## config.mk

```make
export PLATFORM = sky130hd
export DESIGN_NAME = sha256_byte_stream_hasher
export DESIGN_NICKNAME = d
export VERILOG_FILES = /design/src/sha_pkg.sv /design/src/sha_dp.sv /design/src/sha_ctrl.sv /design/src/sha256_byte_stream_hasher.sv
export SDC_FILE = /design/constraint.sdc
export NUM_CORES = 2
export LEC_CHECK = 0
export ABC_AREA = 1
export BUFFER_PORTS_ARGS = -buffer_cell sky130_fd_sc_hd__buf_4
export CAP_MARGIN = 15
export CELL_PAD_IN_SITES_DETAIL_PLACEMENT = 1
export CELL_PAD_IN_SITES_GLOBAL_PLACEMENT = 2
export CORE_MARGIN = 3
export CORE_UTILIZATION = 31
export DETAILED_ROUTE_END_ITERATION = 10
export GPL_TIMING_DRIVEN = 0
export PLACE_DENSITY = 0.7
export SYNTH_ARGS = -nofsm -noshare
export SYNTH_HDL_FRONTEND = slang
export SYNTH_SLANG_ARGS = --single-unit
```

## constraint.sdc

```tcl
create_clock -name i_clk -period 25.1 [get_ports i_clk]
set_clock_uncertainty 0.1 [all_clocks]
set_input_delay 6.275 -clock i_clk [delete_from_list [all_inputs] [get_ports i_clk]]
set_output_delay 6.275 -clock i_clk [all_outputs]
set_load 0.02 [all_outputs]
```

## src/sha_pkg.sv

```systemverilog
// Shared types and constants for the SHA-256 byte stream hasher.
`timescale 1ns / 1ps
package sha_pkg;

    typedef enum logic [1:0] {
        CMD_START  = 2'd0,
        CMD_APPEND = 2'd1,
        CMD_FINISH = 2'd2,
        CMD_NONE   = 2'd3
    } t_cmd;

    typedef struct packed {
        logic [1:0] command;
        logic [7:0] data_byte;
    } t_in_item;

    typedef struct packed {
        logic [31:0] digest_word;
        logic [2:0]  word_index;
        logic        last_word;
    } t_out_item;

    // Commands from the controller to the datapath.
    typedef struct packed {
        logic init;       // load initial hash, clear counts
        logic wr_byte;    // store the input byte at the byte count
        logic pad_start;  // begin padding: store 0x80, latch total length
        logic pad_zero;   // write a zero byte at the pad pointer
        logic pad_len;    // write the length bytes into the tail
        logic blk_clear;  // clear the whole block buffer
        logic round_load; // copy hash into working variables, round zero
        logic round_step; // perform one round
        logic hash_add;   // add working variables into the hash
    } t_dp_cmd;

    // Status from the datapath to the controller.
    typedef struct packed {
        logic block_full; // the byte count is 63 (next byte completes block)
        logic pad_tail;   // pad pointer wrapped round to 0 (byte 63 written)
        logic pad_two;    // padding needs two blocks
        logic round_last; // round counter at 63
    } t_dp_sts;

    localparam logic [31:0] H_INIT [8] = '{
        32'h6a09e667, 32'hbb67ae85, 32'h3c6ef372, 32'ha54ff53a,
        32'h510e527f, 32'h9b05688c, 32'h1f83d9ab, 32'h5be0cd19
    };

    localparam logic [31:0] K [64] = '{
        32'h428a2f98, 32'h71374491, 32'hb5c0fbcf, 32'he9b5dba5,
        32'h3956c25b, 32'h59f111f1, 32'h923f82a4, 32'hab1c5ed5,
        32'hd807aa98, 32'h12835b01, 32'h243185be, 32'h550c7dc3,
        32'h72be5d74, 32'h80deb1fe, 32'h9bdc06a7, 32'hc19bf174,
        32'he49b69c1, 32'hefbe4786, 32'h0fc19dc6, 32'h240ca1cc,
        32'h2de92c6f, 32'h4a7484aa, 32'h5cb0a9dc, 32'h76f988da,
        32'h983e5152, 32'ha831c66d, 32'hb00327c8, 32'hbf597fc7,
        32'hc6e00bf3, 32'hd5a79147, 32'h06ca6351, 32'h14292967,
        32'h27b70a85, 32'h2e1b2138, 32'h4d2c6dfc, 32'h53380d13,
        32'h650a7354, 32'h766a0abb, 32'h81c2c92e, 32'h92722c85,
        32'ha2bfe8a1, 32'ha81a664b, 32'hc24b8b70, 32'hc76c51a3,
        32'hd192e819, 32'hd6990624, 32'hf40e3585, 32'h106aa070,
        32'h19a4c116, 32'h1e376c08, 32'h2748774c, 32'h34b0bcb5,
        32'h391c0cb3, 32'h4ed8aa4a, 32'h5b9cca4f, 32'h682e6ff3,
        32'h748f82ee, 32'h78a5636f, 32'h84c87814, 32'h8cc70208,
        32'h90befffa, 32'ha4506ceb, 32'hbef9a3f7, 32'hc67178f2
    };

    localparam logic [7:0] PAD_BYTE = 8'h80;
    localparam logic [63:0] BLOCK_BITS = 64'd512;

    function automatic logic [31:0] rotr(input logic [31:0] x, input int n);
        rotr = (x >> n) | (x << (32 - n));
    endfunction

endpackage

```

## src/sha_dp.sv

```systemverilog
// Datapath of the SHA-256 hasher: block buffer, counters, schedule and rounds.
`timescale 1ns / 1ps
module sha_dp (
    input  logic              i_clk,
    input  logic              i_rst_n,
    input  sha_pkg::t_dp_cmd  i_cmd,
    input  logic [7:0]        i_byte,
    output sha_pkg::t_dp_sts  o_sts,
    output logic [31:0]       o_hash [8]
);
    import sha_pkg::*;

    logic [31:0] r_hash [8];
    logic [31:0] r_blk [16];
    logic [5:0]  r_cnt;
    logic [63:0] r_bits;
    logic [63:0] r_total;
    logic [5:0]  r_pad;
    logic        r_two;
    logic [5:0]  r_rnd;
    logic [31:0] r_v [8];
    logic [31:0] r_w [16];

    logic [31:0] n_w_new;
    logic [31:0] w_cur;
    logic [31:0] t1;
    logic [31:0] t2;
    logic [31:0] s0;
    logic [31:0] s1;

    // During rounds 0..15 the message words come from the buffer; after
    // that from a 16-word sliding window.
    always_comb begin
        s0 = rotr(r_w[1], 7) ^ rotr(r_w[1], 18) ^ (r_w[1] >> 3);
        s1 = rotr(r_w[14], 17) ^ rotr(r_w[14], 19) ^ (r_w[14] >> 10);
        n_w_new = s1 + r_w[9] + s0 + r_w[0];
        if (r_rnd < 6'd16) begin
            w_cur = r_blk[r_rnd[3:0]];
        end else begin
            w_cur = n_w_new;
        end
        t1 = r_v[7] + (rotr(r_v[4], 6) ^ rotr(r_v[4], 11) ^ rotr(r_v[4], 25))
           + ((r_v[4] & r_v[5]) ^ (~r_v[4] & r_v[6])) + K[r_rnd] + w_cur;
        t2 = (rotr(r_v[0], 2) ^ rotr(r_v[0], 13) ^ rotr(r_v[0], 22))
           + ((r_v[0] & r_v[1]) ^ (r_v[0] & r_v[2]) ^ (r_v[1] & r_v[2]));
    end

    always_ff @(posedge i_clk) begin
        if (!i_rst_n) begin
            for (int i = 0; i < 8; i++) r_hash[i] <= H_INIT[i];
            r_cnt  <= '0;
            r_bits <= '0;
            r_rnd  <= '0;
        end else begin
            if (i_cmd.init) begin
                for (int i = 0; i < 8; i++) r_hash[i] <= H_INIT[i];
                r_cnt  <= '0;
                r_bits <= '0;
            end
            if (i_cmd.wr_byte) begin
                r_blk[r_cnt[5:2]][{~r_cnt[1:0], 3'd0} +: 8] <= i_byte;
                r_cnt <= r_cnt + 6'd1;
                if (r_cnt == 6'd63) r_bits <= r_bits + BLOCK_BITS;
            end
            if (i_cmd.pad_start) begin
                r_blk[r_cnt[5:2]][{~r_cnt[1:0], 3'd0} +: 8] <= PAD_BYTE;
                r_pad   <= r_cnt + 6'd1;
                r_two   <= (r_cnt >= 6'd56);
                r_total <= r_bits + {55'd0, r_cnt, 3'd0};
            end
            if (i_cmd.pad_zero) begin
                r_blk[r_pad[5:2]][{~r_pad[1:0], 3'd0} +: 8] <= 8'd0;
                r_pad <= r_pad + 6'd1;
            end
            if (i_cmd.pad_len) begin
                r_blk[14] <= r_total[63:32];
                r_blk[15] <= r_total[31:0];
                r_two <= 1'b0;
                r_pad <= '0;
            end
            if (i_cmd.blk_clear) begin
                for (int i = 0; i < 16; i++) r_blk[i] <= '0;
            end
            if (i_cmd.round_load) begin
                for (int i = 0; i < 8; i++) r_v[i] <= r_hash[i];
                r_rnd <= '0;
            end
            if (i_cmd.round_step) begin
                r_v[7] <= r_v[6];
                r_v[6] <= r_v[5];
                r_v[5] <= r_v[4];
                r_v[4] <= r_v[3] + t1;
                r_v[3] <= r_v[2];
                r_v[2] <= r_v[1];
                r_v[1] <= r_v[0];
                r_v[0] <= t1 + t2;
                for (int i = 0; i < 15; i++) r_w[i] <= r_w[i + 1];
                r_w[15] <= w_cur;
                r_rnd <= r_rnd + 6'd1;
            end
            if (i_cmd.hash_add) begin
                for (int i = 0; i < 8; i++) r_hash[i] <= r_hash[i] + r_v[i];
            end
        end
    end

    assign o_sts.block_full = (r_cnt == 6'd63);
    assign o_sts.pad_tail   = (r_pad == 6'd0);
    assign o_sts.pad_two    = r_two;
    assign o_sts.round_last = (r_rnd == 6'd63);
    assign o_hash = r_hash;

endmodule

```

## src/sha_ctrl.sv

```systemverilog
// Controller of the SHA-256 hasher: command decode, sequencing and output.
`timescale 1ns / 1ps
module sha_ctrl (
    input  logic                i_clk,
    input  logic                i_rst_n,
    input  logic                i_valid,
    output logic                o_ready,
    input  sha_pkg::t_in_item   i_data,
    input  sha_pkg::t_dp_sts    i_sts,
    input  logic [31:0]         i_hash [8],
    output sha_pkg::t_dp_cmd    o_cmd,
    output logic                o_valid,
    input  logic                i_ready,
    output sha_pkg::t_out_item  o_data
);
    import sha_pkg::*;

    typedef enum logic [6:0] {
        S_IDLE  = 7'b0000001,
        S_LOAD  = 7'b0000010,
        S_ROUND = 7'b0000100,
        S_ADD   = 7'b0001000,
        S_ZERO  = 7'b0010000,
        S_LEN   = 7'b0100000,
        S_EMIT  = 7'b1000000
    } t_state;

    t_state     r_state, n_state;
    logic       r_fin, n_fin;
    logic [2:0] r_idx, n_idx;
    logic       acc;

    assign o_ready = (r_state == S_IDLE);
    assign acc = i_valid && o_ready;
    assign o_valid = (r_state == S_EMIT);
    assign o_data.digest_word = i_hash[r_idx];
    assign o_data.word_index  = r_idx;
    assign o_data.last_word   = (r_idx == 3'd7);

    always_comb begin
        n_state = r_state;
        n_fin = r_fin;
        n_idx = r_idx;
        o_cmd = '0;
        case (r_state)
            S_IDLE: begin
                if (acc) begin
                    case (t_cmd'(i_data.command))
                        CMD_START: o_cmd.init = 1'b1;
                        CMD_APPEND: begin
                            o_cmd.wr_byte = 1'b1;
                            if (i_sts.block_full) begin
                                n_fin = 1'b0;
                                n_state = S_LOAD;
                            end
                        end
                        CMD_FINISH: begin
                            o_cmd.pad_start = 1'b1;
                            n_fin = 1'b1;
                            n_state = S_ZERO;
                        end
                        default: n_state = S_IDLE;
                    endcase
                end
            end
            S_ZERO: begin
                if (i_sts.pad_tail) begin
                    n_state = i_sts.pad_two ? S_LOAD : S_LEN;
                end else begin
                    o_cmd.pad_zero = 1'b1;
                end
            end
            S_LEN: begin
                o_cmd.pad_len = 1'b1;
                n_state = S_LOAD;
            end
            S_LOAD: begin
                o_cmd.round_load = 1'b1;
                n_state = S_ROUND;
            end
            S_ROUND: begin
                o_cmd.round_step = 1'b1;
                if (i_sts.round_last) n_state = S_ADD;
            end
            S_ADD: begin
                o_cmd.hash_add = 1'b1;
                if (!r_fin) begin
                    n_state = S_IDLE;
                end else if (i_sts.pad_two) begin
                    o_cmd.blk_clear = 1'b1;
                    n_state = S_LEN;
                end else begin
                    n_idx = '0;
                    n_state = S_EMIT;
                end
            end
            S_EMIT: begin
                if (i_ready) begin
                    n_idx = r_idx + 3'd1;
                    if (r_idx == 3'd7) begin
                        o_cmd.init = 1'b1;
                        n_fin = 1'b0;
                        n_state = S_IDLE;
                    end
                end
            end
            default: n_state = S_IDLE;
        endcase
    end

    always_ff @(posedge i_clk) begin
        if (!i_rst_n) begin
            r_state <= S_IDLE;
            r_fin   <= 1'b0;
            r_idx   <= '0;
        end else begin
            r_state <= n_state;
            r_fin   <= n_fin;
            r_idx   <= n_idx;
        end
    end

    a_one_cmd: assert property (@(posedge i_clk) disable iff (!i_rst_n)
        $onehot0({o_cmd.wr_byte, o_cmd.pad_start, o_cmd.pad_zero, o_cmd.pad_len,
                  o_cmd.round_load, o_cmd.round_step, o_cmd.hash_add}))
        else $error("conflicting datapath commands");
    a_emit_order: assert property (@(posedge i_clk) disable iff (!i_rst_n)
        o_valid && i_ready && r_idx != 3'd7 |=> o_valid && r_idx == $past(r_idx) + 3'd1)
        else $error("digest word order broken");
    a_round_end: assert property (@(posedge i_clk) disable iff (!i_rst_n)
        r_state == S_ROUND && i_sts.round_last |=> r_state == S_ADD)
        else $error("round loop overran");
    a_no_accept_busy: assert property (@(posedge i_clk) disable iff (!i_rst_n)
        r_state != S_IDLE |-> !o_ready)
        else $error("transfer accepted while busy");

endmodule

```

## src/sha256_byte_stream_hasher.sv

```systemverilog
// Top level of the SHA-256 byte stream hasher.
`timescale 1ns / 1ps
// Start, append and finish commands arrive as transfers; an append does not
// stall the input, except the 64th byte of a block, which holds off the input
// while the 64 rounds run through a single shared round unit. A finish pads
// one zero byte per cycle, runs one or two compressions and then offers the
// eight digest words, one per output transfer; the block returns to the
// start state after the last one.
module sha256_byte_stream_hasher (
    input  logic                i_clk,
    input  logic                i_rst_n,
    input  logic                i_valid,
    output logic                o_ready,
    input  sha_pkg::t_in_item   i_data,
    output logic                o_valid,
    input  logic                i_ready,
    output sha_pkg::t_out_item  o_data
);
    import sha_pkg::*;

    t_dp_cmd     cmd;
    t_dp_sts     sts;
    logic [31:0] hash [8];

    sha_ctrl u_ctrl (
        .i_clk(i_clk), .i_rst_n(i_rst_n), .i_valid(i_valid), .o_ready(o_ready),
        .i_data(i_data), .i_sts(sts), .i_hash(hash), .o_cmd(cmd),
        .o_valid(o_valid), .i_ready(i_ready), .o_data(o_data)
    );

    sha_dp u_dp (
        .i_clk(i_clk), .i_rst_n(i_rst_n), .i_cmd(cmd), .i_byte(i_data.data_byte),
        .o_sts(sts), .o_hash(hash)
    );

endmodule
```

==> flow_summary.yaml <==
synthesis:
  synthesis.yosys.warnings: 0
  netlist_instances: 12200
  syn-mean-instance-area_um2: 8.17
  synthTopCellsByCount: "sky130_fd_sc_hd__nand2_1, sky130_fd_sc_hd__inv_1, sky130_fd_sc_hd__o21ai_0"
  synth_largest_area_cell: "sky130_fd_sc_hd__edfxtp_1"
  synth.area.top_cells: "sky130_fd_sc_hd__edfxtp_1, sky130_fd_sc_hd__dfxtp_1, sky130_fd_sc_hd__o21ai_0"
  yosysUniqueCellTypes: 67
  synth_seq_area_share_pct: 43.3
  synth_most_common_cell: "sky130_fd_sc_hd__nand2_1"
  synth_largest_type_area_fraction_pct: 27.3
  synth.cell_area_um2: 99300
  synthesis.nets: 12800
  postSynth.asyncResetShare_pct: 0
  leading_register_cell_type_out_of_synthesis: "sky130_fd_sc_hd__edfxtp_1"
  synth_register_bits: 1698
  number_of_enable_flip_flop_cells_after_synthesis: 903
finish:
  final.fill_count: 37700
  final_area_um2: 114000
  finalCoreUtilization_pct: 35.7
  layout-area-overhead-vs-synth_pct: 14.4
  nets_finish: 13200
  layout-drive-gt1-share_pct: 6.27
routing:
  route.vias.total: 93900
  met2_wirelength_mm: 246
  drc_errors: 0
  routed_via_density: 5.56
  number_of_drc_markers_in_iteration_0: 8399
  wl_met1_mm: 223
  routed_wire_length_per_instance_um: 32.2
  top_layer: "met5"
  wl_met3_mm: 32.0
  final_antenna_net_count: 0
  route.final.wire_length_mm: 543
  drtPass1Iterations: 6
grt:
  grt_pass1_wl_mm: 746
  pin_count_of_the_biggest_net_entering_global_routing: 74
  globalRouteTotalUtil_pct: 32.3
  grt_remaining_overflow: 0
  vias_in_the_first_global_route: 95000
  grt_antenna_before_repair: 47
setup_path:
  ws_path_type: "flip-flop to flip-flop"
  cp-end-kind: "flip-flop"
  worst_setup_path_start_kind: "flip-flop"
  critPathMaxFanout: 10
  worstPathArrival_ns: 12.99
  critPathRequiredTime_ns: 25.61
  highest_delay_cell_along_the_critical_path: "sky130_fd_sc_hd__xor2_1"
  slowest_cell_delay_on_critical_path_ns: 0.84
cts:
  holdBufCountCts: 0
  clk_transition_reported_paths_ns: 0.06
  worstSkewPairLatency_ns: 0.94
  cts_setup_buffers: 0
  cts_inserted_buffers: 209
  post_cts_resized: 0
  cts-root-buf: "sky130_fd_sc_hd__clkbuf_16"
  cts_max_level: 4
  clock_tree_from_tritoncts: "done"
  cts-root-to-sink-buffers: 4
  number_of_clock_sinks: 1698
placed_design:
  dpl_cell_area_um2: 107000
  gp_congestion: 1.03
  place.detailed.hpwl_mm: 441
  port_buffers: 50
timing:
  relSlewSlack_pct: 7.34
  min_period_ns: 12.48
  tightest_pin_transition_ns: 1.39
  final.hold.worst_slack_ns: 0.268
  rsz0062_at_grt: "false"
  setup_tns_ns: 0
  period_share_pct: 49.7
  finalSetupViolations: 0
  fmaxAchievable_mhz: 80.1
  hold_viol_final: 0
  slew_violations: 0
floorplanning:
  die_x_um: 572
  coreArea_um2: 318000
  die_height_um: 572
  std_cell_rows: 207
  dieArea_um2: 327000
  initial_core_util_pct: 31.2
  ios: 52
power_and_ir_drop:
  leakage_power_figure_nw: 46.2
  power.density_cell_area_nw_per_um2: 109
  maximum_ir_drop_on_the_vdd_rail_uv: 150
outcome:
  run_status: "finished, final reports clean"
hold_path:
  worstHoldPathType: "flip-flop to flip-flop"
job:
  max_cap_viol_count: 0
[final cells by class]
| class | instances | area [µm²] | area share (%) |
|---|---|---|---|
| antenna | 13 | 32.5 | 0.0286 |
| buffer | 554 | 2160 | 1.90 |
| clock buffer | 264 | 5680 | 5.00 |
| clock inverter | 121 | 1270 | 1.12 |
| inverter | 1582 | 5940 | 5.23 |
| multi-input combinational | 8327 | 48400 | 42.6 |
| sequential | 1698 | 43000 | 37.9 |
| tap | 4180 | 5230 | 4.60 |
| timing repair buffer | 152 | 1860 | 1.64 |
[final timing paths]
check                                               start                         to  slack [ns]  cells after the start
worst max-delay path                            flip-flop  u_dp.r_v[0][29]$_DFFE_PP_       12.62                     38
worst min-delay path            u_dp.r_w[3][37]$_DFFE_PP_   u_dp.r_w[3][5]$_DFFE_PP_        0.27                      0
worst max register to register                  flip-flop  u_dp.r_v[0][29]$_DFFE_PP_       12.62                     38
worst min register to register  u_dp.r_w[3][37]$_DFFE_PP_   u_dp.r_w[3][5]$_DFFE_PP_        0.27                      0
[routing by layer]
layer | up-vias | GRT usage [%]
li1 | 41900 | -
met1 | 47500 | 40.3
met2 | 3389 | 52.3
met3 | 1046 | 4.67
met4 | 12 | 21.1
met5 | - | 0
[where the power goes]
part / leakage (nW) / switching [W] / internal [W]
Sequential: 14.7 / 0.0000902 / 0.00302
Combinational: 28.1 / 0.00421 / 0.00186
Clock: 3.40 / 0.00132 / 0.00183
Total: 46.2 / 0.00561 / 0.00671
[stage by stage]
stage | setup WS [ns] | total power [W] | cells
floorplan | 2.55 | 0.00642 | 12200
global placement | -5.54 | 0.00873 | 16400
detailed placement | 12.65 | 0.00907 | 16500
CTS | 12.60 | 0.0122 | 16900
global route | 12.22 | 0.0129 | 16900
finish | 12.62 | 0.0123 | 16900
[sequential cells by signal, indices dropped and copies added, names as in the netlist, named ones only]
signal and count:
u_ctrl.r_fin 1, u_dp.r_cnt 6, u_ctrl.r_state 7, u_dp.r_total 64, u_dp.r_two 1, u_dp.r_pad 6, u_dp.r_rnd 6, u_dp.r_v 256
u_dp.o_hash 256, u_dp.r_w 512, u_ctrl.r_idx 3, u_dp.r_bits 64, u_dp.r_blk 512
[cells in the final DEF (no fill, tap or decap), types with 56 or more instances in the layout]
cell	Yosys	layout
sky130_fd_sc_hd__a21oi_1	1387	1387
sky130_fd_sc_hd__a31oi_1	70	70
sky130_fd_sc_hd__buf_4	1	66
sky130_fd_sc_hd__clkbuf_1	492	506
sky130_fd_sc_hd__clkbuf_16	0	214
sky130_fd_sc_hd__dfxtp_1	795	795
sky130_fd_sc_hd__edfxtp_1	903	903
sky130_fd_sc_hd__fa_1	198	198
sky130_fd_sc_hd__ha_1	424	424
sky130_fd_sc_hd__inv_1	1537	1537
sky130_fd_sc_hd__nand2_1	2005	2005
sky130_fd_sc_hd__nand3_1	661	661
sky130_fd_sc_hd__nand4_1	62	62
sky130_fd_sc_hd__nor2_1	642	641
sky130_fd_sc_hd__nor3_1	171	169
sky130_fd_sc_hd__o211ai_1	120	120
sky130_fd_sc_hd__o21ai_0	1510	1509
sky130_fd_sc_hd__o21bai_1	56	56
sky130_fd_sc_hd__or2_2	137	137
sky130_fd_sc_hd__xnor2_1	185	179
sky130_fd_sc_hd__xor2_1	256	247
[kinds of logic after synthesis]
family / share of synthesized area (%)
simple gates: 16.5
compound gates: 18.6
buf+inv: 8.12
flops: 43.3
fa+ha+maj: 9.50
xor+xnor: 3.89
mux: 0.0202
[worst max-delay path: cells and delay by family, from the launching register on]
| kind | cells | cell delay [ns] |
|---|---|---|
| compound gates | 8 | 2.33 |
| xor+xnor | 2 | 1.15 |
| fa+ha+maj | 6 | 2.46 |
| buf+inv | 10 | 3.62 |
| flops | 1 | 0.57 |
| simple gates | 12 | 1.87 |
Note: power is estimated with default switching activity, not from simulation.
